==> src/design/assert_macros.svh <==
// Assertion macros shared by the pose averaging design
`ifndef ASSERT_MACROS_SVH
`define ASSERT_MACROS_SVH
`ifndef SYNTH
`define ASSERT_IMPL(label, clk, rst, prop, msg) \
   label: assert property (@(posedge clk) disable iff (rst) prop) else $error(msg);
`define ASSERT_NORST(label, clk, prop, msg) \
   label: assert property (@(posedge clk) prop) else $error(msg);
`else
`define ASSERT_IMPL(label, clk, rst, prop, msg)
`define ASSERT_NORST(label, clk, prop, msg)
`endif
`endif

==> src/design/pmpma_pkg.sv <==
// Shared types and constants for the per-marker pose averager
package pmpma_pkg;
   localparam int MARKERS    = 8;
   localparam int WINDOW_MAX = 16;
   localparam int ID_W       = 3;
   localparam int MK_W       = (MARKERS > 1) ? $clog2(MARKERS) : 1;
   localparam int SLOT_W     = (WINDOW_MAX > 1) ? $clog2(WINDOW_MAX) : 1;
   localparam int CNT_W      = $clog2(WINDOW_MAX + 1);
   localparam int ADDR_W     = MK_W + SLOT_W;
   localparam int LEN_W      = 5;
   localparam int POS_W      = 20;
   localparam int ANG_W      = 16;
   localparam int WORD_W     = 16;
   localparam int SUMP_W     = POS_W + SLOT_W + 1;
   localparam int SUMA_W     = ANG_W + SLOT_W + 1;
   localparam int PROD_W     = SUMA_W + 23;
   localparam int QDIV_W     = PROD_W;
   localparam logic [22:0] RAD_TO_DEG_Q16 = 23'd3754936;
   localparam logic [0:0] CSR_WINDOW_LENGTH = 1'b0;
   localparam logic [0:0] CSR_INVALID_WORD  = 1'b1;

   typedef enum logic [6:0] {
      ST_IDLE  = 7'b0000001,
      ST_WRITE = 7'b0000010,
      ST_SUM   = 7'b0000100,
      ST_MUL   = 7'b0001000,
      ST_DIV   = 7'b0010000,
      ST_FIN   = 7'b0100000,
      ST_OUT   = 7'b1000000
   } state_type;

   typedef struct packed {
      logic load;      // capture input beat
      logic write;     // write sample, update slot and count
      logic sum_clr;   // clear accumulators
      logic sum_step;  // add the slot at the read index
      logic mul;       // angle sum times rad-to-deg
      logic div_start; // load dividers
      logic div_step;  // one quotient bit
      logic fin;       // form result words
   } cmd_type;

   typedef struct packed {
      logic             eligible;  // detected and id in range
      logic             full;      // window filled after write
      logic             last_slot; // summing the last slot
      logic             div_done;
   } sts_type;
endpackage

==> src/design/pmpma_ctrl.sv <==
// Sequencer for the pose averager
module pmpma_ctrl (
   input  logic               clock,
   input  logic               reset,
   input  logic               req_tvalid,
   output logic               req_tready,
   output logic               rsp_tvalid,
   input  logic               rsp_tready,
   input  pmpma_pkg::sts_type sts,
   output pmpma_pkg::cmd_type cmd
);
   import pmpma_pkg::*;
   `include "assert_macros.svh"

   state_type state_ff, state_in;
   logic      rv_ff, rv_in;

   // input is taken once the previous result is gone or leaving
   assign req_tready = (state_ff == ST_IDLE) && (!rv_ff || rsp_tready);
   assign rsp_tvalid = rv_ff;

   always_comb begin
      state_in = state_ff;
      cmd = '0;
      rv_in = rv_ff && !rsp_tready;
      unique case (state_ff)
         ST_IDLE: begin
            if (req_tvalid && req_tready) begin
               cmd.load = 1'b1;
               state_in = ST_WRITE;
            end
         end
         ST_WRITE: begin
            cmd.write = sts.eligible;
            cmd.sum_clr = 1'b1;
            state_in = ST_SUM;
         end
         ST_SUM: begin
            if (!(sts.eligible && sts.full)) begin
               state_in = ST_FIN;
            end else begin
               cmd.sum_step = 1'b1;
               if (sts.last_slot) state_in = ST_MUL;
            end
         end
         ST_MUL: begin
            cmd.mul = 1'b1;
            state_in = ST_DIV;
         end
         ST_DIV: begin
            cmd.div_start = 1'b1;
            state_in = ST_OUT;
         end
         ST_OUT: begin
            cmd.div_step = 1'b1;
            if (sts.div_done) state_in = ST_FIN;
         end
         ST_FIN: begin
            cmd.fin = 1'b1;
            rv_in = 1'b1;
            state_in = ST_IDLE;
         end
         default: state_in = ST_IDLE;
      endcase
   end

   always_ff @(posedge clock) begin
      if (reset) begin
         state_ff <= ST_IDLE;
         rv_ff <= 1'b0;
      end else begin
         state_ff <= state_in;
         rv_ff <= rv_in;
      end
   end

   `ASSERT_IMPL(a_onehot, clock, reset, $onehot(state_ff), "state not one-hot")
   `ASSERT_IMPL(a_fin_free, clock, reset, (state_ff == ST_FIN) |-> (!rv_ff || rsp_tready),
                "result overwritten")
   `ASSERT_IMPL(a_load_idle, clock, reset, cmd.load |=> (state_ff == ST_WRITE),
                "load without write step")
endmodule

==> config.mk <==
export PLATFORM = sky130hd
export DESIGN_NAME = pmpma_ctrl
export DESIGN_NICKNAME = d
export VERILOG_FILES = /design/src/design/pmpma_pkg.sv /design/src/design/pmpma_ctrl.sv
export VERILOG_INCLUDE_DIRS = /design/src /design/src/design
export SDC_FILE = /design/constraint.sdc
export NUM_CORES = 1
export LEC_CHECK = 0
export BUFFER_PORTS_ARGS = -buffer_cell sky130_fd_sc_hd__buf_4
export CELL_PAD_IN_SITES_DETAIL_PLACEMENT = 2
export CELL_PAD_IN_SITES_GLOBAL_PLACEMENT = 2
export CORE_MARGIN = 10
export CORE_UTILIZATION = 26
export DETAILED_ROUTE_END_ITERATION = 8
export GPL_TIMING_DRIVEN = 1
export HOLD_SLACK_MARGIN = 0.12
export PLACE_DENSITY_LB_ADDON = 0.08
export SYNTH_ARGS = -nofsm -noshare
export SYNTH_HDL_FRONTEND = slang
export SYNTH_SLANG_ARGS = --single-unit
export TNS_END_PERCENT = 10
==> constraint.sdc <==
create_clock -name clock -period 1.7 [get_ports clock]
set_input_delay 0.34 -clock clock [delete_from_list [all_inputs] [get_ports clock]]
set_output_delay 0.34 -clock clock [all_outputs]
set_load 0.01 [all_outputs]
== Word-level counts from Yosys, hierarchy flattened ==
Cells that the tools add are included.

* Bits in registers: 8
* Output and inout port bits: 10

* Equal/unequal tests: 10
* Muxes and demuxes: 15
* Reduce and logical (&&, ||, !) cells: 8

{| class="wikitable"
|+ Operators with widths
! cell !! number
|-
| case mux 7 bit (6 select lines) || 1
|-
| two-way mux 7 bit || 4
|-
| two-way mux 1 bit || 9
|-
| == test 7 x 1 -> 1 bit, second input constant || 1
|-
| == test 7 x 2 -> 1 bit, second input constant || 1
|-
| == test 7 x 3 -> 1 bit, second input constant || 1
|-
| == test 7 x 4 -> 1 bit, second input constant || 1
|-
| == test 7 x 5 -> 1 bit, second input constant || 1
|-
| == test 7 x 6 -> 1 bit, second input constant || 1
|-
| == test 7 bit, second input constant || 1
|-
| logical AND 1 bit || 4
|-
| inequality test 3 bit, second input constant || 1
|-
| AND reduction 3 bit || 1
|-
| zero test 1 bit || 2
|-
| two-way mux 2 bit || 1
|-
| inequality test 2 x 1 -> 1 bit, second input constant || 1
|-
| inequality test 2 bit, second input constant || 1
|-
| logical OR 1 bit || 1
|}

== Logic depth before layout (Yosys ltp) ==
* Depth after elaboration: 6
* Mapped depth: 5
* Depth with buffers taken out: 4

== Least setup slack after synthesis ==
No wires, ideal clock.

* Path kind: register -> output
* Start: register state_ff[3]
* End: output cmd[6] (netlist bit)
* Arrival time: 1194 ps
* Slack: 166 ps
* Stages on the path, launching flop included: 6
* Path buffers: 1
* Cell sequence: dfxtp_1 > or2_1 > buf_6 > nor2b_1 > and3b_1 > and2_1

{| class="wikitable"
|+ RTL lines
! what !! RTL line !! RTL
|-
| from (decl) || pmpma_ctrl.sv:15 || <nowiki>state_type state_ff, state_in;</nowiki>
|-
| from (signal assigned) || pmpma_ctrl.sv:72 || <nowiki>state_ff <= state_in;</nowiki>
|-
| to (decl) || pmpma_ctrl.sv:10 || <nowiki>output pmpma_pkg::cmd_type cmd</nowiki>
|}

==> results.md <==
* Clock sink count at 8
* Dpl cell area at 627 µm²
* Antenna violations before repair at 0
* Clock transition at the registers of the reported paths at 0.06 ns
* Area Overhead vs Synth at 53.3%
* Max-slew headroom at the worst pin at 81.4%
* Number of fillers in the final layout at 201
* Cell at the root of the clock tree: sky130_fd_sc_hd__clkbuf_4
* Number of instances in the synthesized netlist at 50
* Core Area at 0.00173 mm²
* Largest stage delay, worst path at 0.40 ns
* Ranking of synthesized cells by area: sky130_fd_sc_hd__dfxtp_1 (34%), sky130_fd_sc_hd__and4bb_2 (8.0%), sky130_fd_sc_hd__nand3b_1 (4.8%), sky130_fd_sc_hd__nor4_4 (4.5%), sky130_fd_sc_hd__nor2_1 (4.0%)
* Commonest cells in the synthesized netlist: sky130_fd_sc_hd__dfxtp_1 (8), sky130_fd_sc_hd__nor2_1 (5), sky130_fd_sc_hd__and4bb_2 (3), sky130_fd_sc_hd__nand3b_1 (3), sky130_fd_sc_hd__nor2b_1 (3)
* Vias in the first global route at 559
* Worst IR Drop VDD at 0.000378 V
* Max-Cap Viols at 0
* Max Slew Vio Count at 0
* Last element of the critical path: cmd[4]
* Sum of internal, switching and leakage power at 0.000566 W
* Hold Slack at 0.320 ns
* Worst EP required at 1.36 ns
* Detailed placer's ending HPWL at 1280 µm
* Power Density at 782 mW/mm²
* Outcome: complete, but fails checks
* Min-delay worst type: input port to flop
* Nets in the synthesized netlist at 58
* DR DRC count at 0
* Layout Nets at 84
* Number of buffers between clock root and the deepest sink at 2
* Detailed-route via count at 471
* Setup Crit Path Kind: flop to primary output
* Dominant synthesized flop cell: sky130_fd_sc_hd__dfxtp_1
* CP Data Arrival Time at 1.46 ns
* Violated checks: setup timing
* Number of setup violations in the final report at 3
* Area of all placed cells without fillers at 723 µm²
* Leak at 0.317 nW
* Largest area contributor in the synthesized netlist: sky130_fd_sc_hd__dfxtp_1
* I/O pin cnt at 18
* Drt wl/cell at 17.0 µm
* Yosys synthesis warning count at 0
* First-pass DRT Iterations at 3
* Number of library cell types mapped by synthesis at 29
* Transition at the pin with the smallest max-transition slack at 0.278 ns
* Most repeated cell in the gate-level netlist after synthesis: sky130_fd_sc_hd__dfxtp_1
* Total Routed Length at 1680 µm
* Global-route congestion overflow total at 0
* Starting Density at 27.3%
* Site row count at 15
* Maximum number of pins on one net before global-route repair at 8
* Launch point of the worst reg-to-reg path: state_ff[6]
* Post-layout minimum cycle time at 1.80 ns
* Launching instance or port of the critical path: state_ff[6]
* R2R Path End: state_ff[5]
* Final worst-path cycle share at 106%
* Number of antenna cells inserted at 0
* PortBufs at 17
* Die boundary height at 62.6 µm
* FF+latch count, synth at 8
* Num CTS Buffers at 3
* Die footprint at 0.00392 mm²
* Library cell contributing the largest single delay on the critical path: sky130_fd_sc_hd__or3_4
* Share of Yosys cell area claimed by the top area cell type at 34.0%
* Final antenna-violating net count at 0
* All-layer global routing usage at 9.08%
* Detail-routed via count per cell at 4.76
* Width of the die at 62.6 µm
* Final setup margin at -0.102 ns
* Number of cells on the worst reg-to-reg path at 6
* Mean Syn Cell Area at 9.43 µm²
* Max Clock Freq at 555 MHz
* Post-synth EDFFs at 0
* TritonCTS clock tree: done
* Iteration-0 DRC Markers at 6
* Synthesized area at 472 µm²
* Final clock skew at 0.00487 ns
* Internal reg-to-reg setup slack at 0.11 ns
* CP Max Fanout at 3
* First-pass GRT wire length at 2750 µm
* Later-pin clock latency in the skew report at 0.27 ns
* Final hold vios at 0
* Post-cts hold buffer count at 0
* Setup repair after global routing missed its margin: yes
* Fraction of layout cells with a size suffix above 1 at 64.9%
* Proportion of register bits with asynchronous set or reset after synthesis at 0%
* Placer congestion estimate at 0.723
* Critical Path Sink Type: primary output
* Sequential element share of the synthesized area at 34.0%
* Cell breakdown of the critical path: or3_4 > buf_6 > nor4_4 > buf_4
* Kind of start point of the critical path: flop
* H-Tree Level Count at 1
-- state kept, by name, indices dropped and copies added (netlist names) --
name and cells:
state_ff 7, rsp_tvalid 1
-- stage by stage --
stage | TNS, ns | setup slack, ns | utilization, % | instances
2_1_floorplan | 0 | 0.166 | - | 50
3_3_place_gp | 0 | 0.137 | 36.3 | 92
3_5_place_dp | 0 | 0.0919 | 36.3 | 92
4_1_cts | -0.263 | -0.0971 | 41.1 | 99
5_1_grt | -0.712 | -0.173 | 41.9 | 99
6_report | -0.240 | -0.102 | 41.9 | 99
-- worst max-delay path, delay by kind of cell, from the launching register on --
family	cells	cell delay [ns]
flip-flops	1	0.33
AND/OR/NAND/NOR	2	0.56
buffers and inverters	2	0.30
-- logic make-up (layout without fill, tap and decap cells) --
group	count (synthesis)	count (layout)	share of synthesized area (%)
AOI/OAI and AO/OA	8	8	12.5
buffers and inverters	3	27	3.98
DFF	8	8	34.0
and+or+nand+nor	31	31	49.6
-- how the worst min path moves through the flow --
stage / start / end / slack (ns) / cells past startpoint
after global placement: reset / state_ff[0] / 0.60 / 3
after global routing: reset / state_ff[0] / 0.33 / 3
after detailed placement: reset / state_ff[0] / 0.60 / 3
after floorplan: reset / state_ff[0] / 0.45 / 2
after CTS: reset / state_ff[0] / 0.33 / 3
final: reset / state_ff[0] / 0.32 / 3
-- power by group --
part	leakage (nW)	switching (W)	total [W]	internal, W
clock	0.0138	0.0000801	0.000162	0.0000818
combinational	0.236	0.0000832	0.000182	0.0000985
sequential	0.0673	0.0000210	0.000222	0.000201
-- timing repair --
action	4_1_cts	5_1_grt
pin swaps	5	1
buffers inserted	4	0
resized for setup	14	3
endpoints found under the setup margin	7	9
-- area by class of cell --
cell class,count,area (µm²),share of cell area [%]
Multi-Input combinational cell,39,323,44.6
Timing Repair Buffer,22,173,23.9
Sequential cell,8,166,23.0
Tap cell,25,31.3,4.33
Clock buffer,3,22.5,3.11
Inverter,2,7.51,1.04
-- metal layers --
layer	track usage [%]	up-vias	wire (µm)
met5	0	-	0
met4	6.98	0	71
met3	3.23	7	70
met2	14.7	14	817
met1	9.33	223	722
li1	-	227	-
-- layout by cell type, fill, tap and decap left out, types with 2 or more instances in the layout --
cell type	count
sky130_fd_sc_hd__nand3b_1	3
sky130_fd_sc_hd__and3_1	2
sky130_fd_sc_hd__buf_6	2
sky130_fd_sc_hd__dfxtp_1	3
sky130_fd_sc_hd__nor3_2	2
sky130_fd_sc_hd__nor2_1	4
sky130_fd_sc_hd__buf_4	20
sky130_fd_sc_hd__or2_4	2
sky130_fd_sc_hd__clkbuf_4	3
sky130_fd_sc_hd__dfxtp_2	5
sky130_fd_sc_hd__nor2b_1	2
sky130_fd_sc_hd__and4bb_2	3
(Power assumes the default switching activity.)
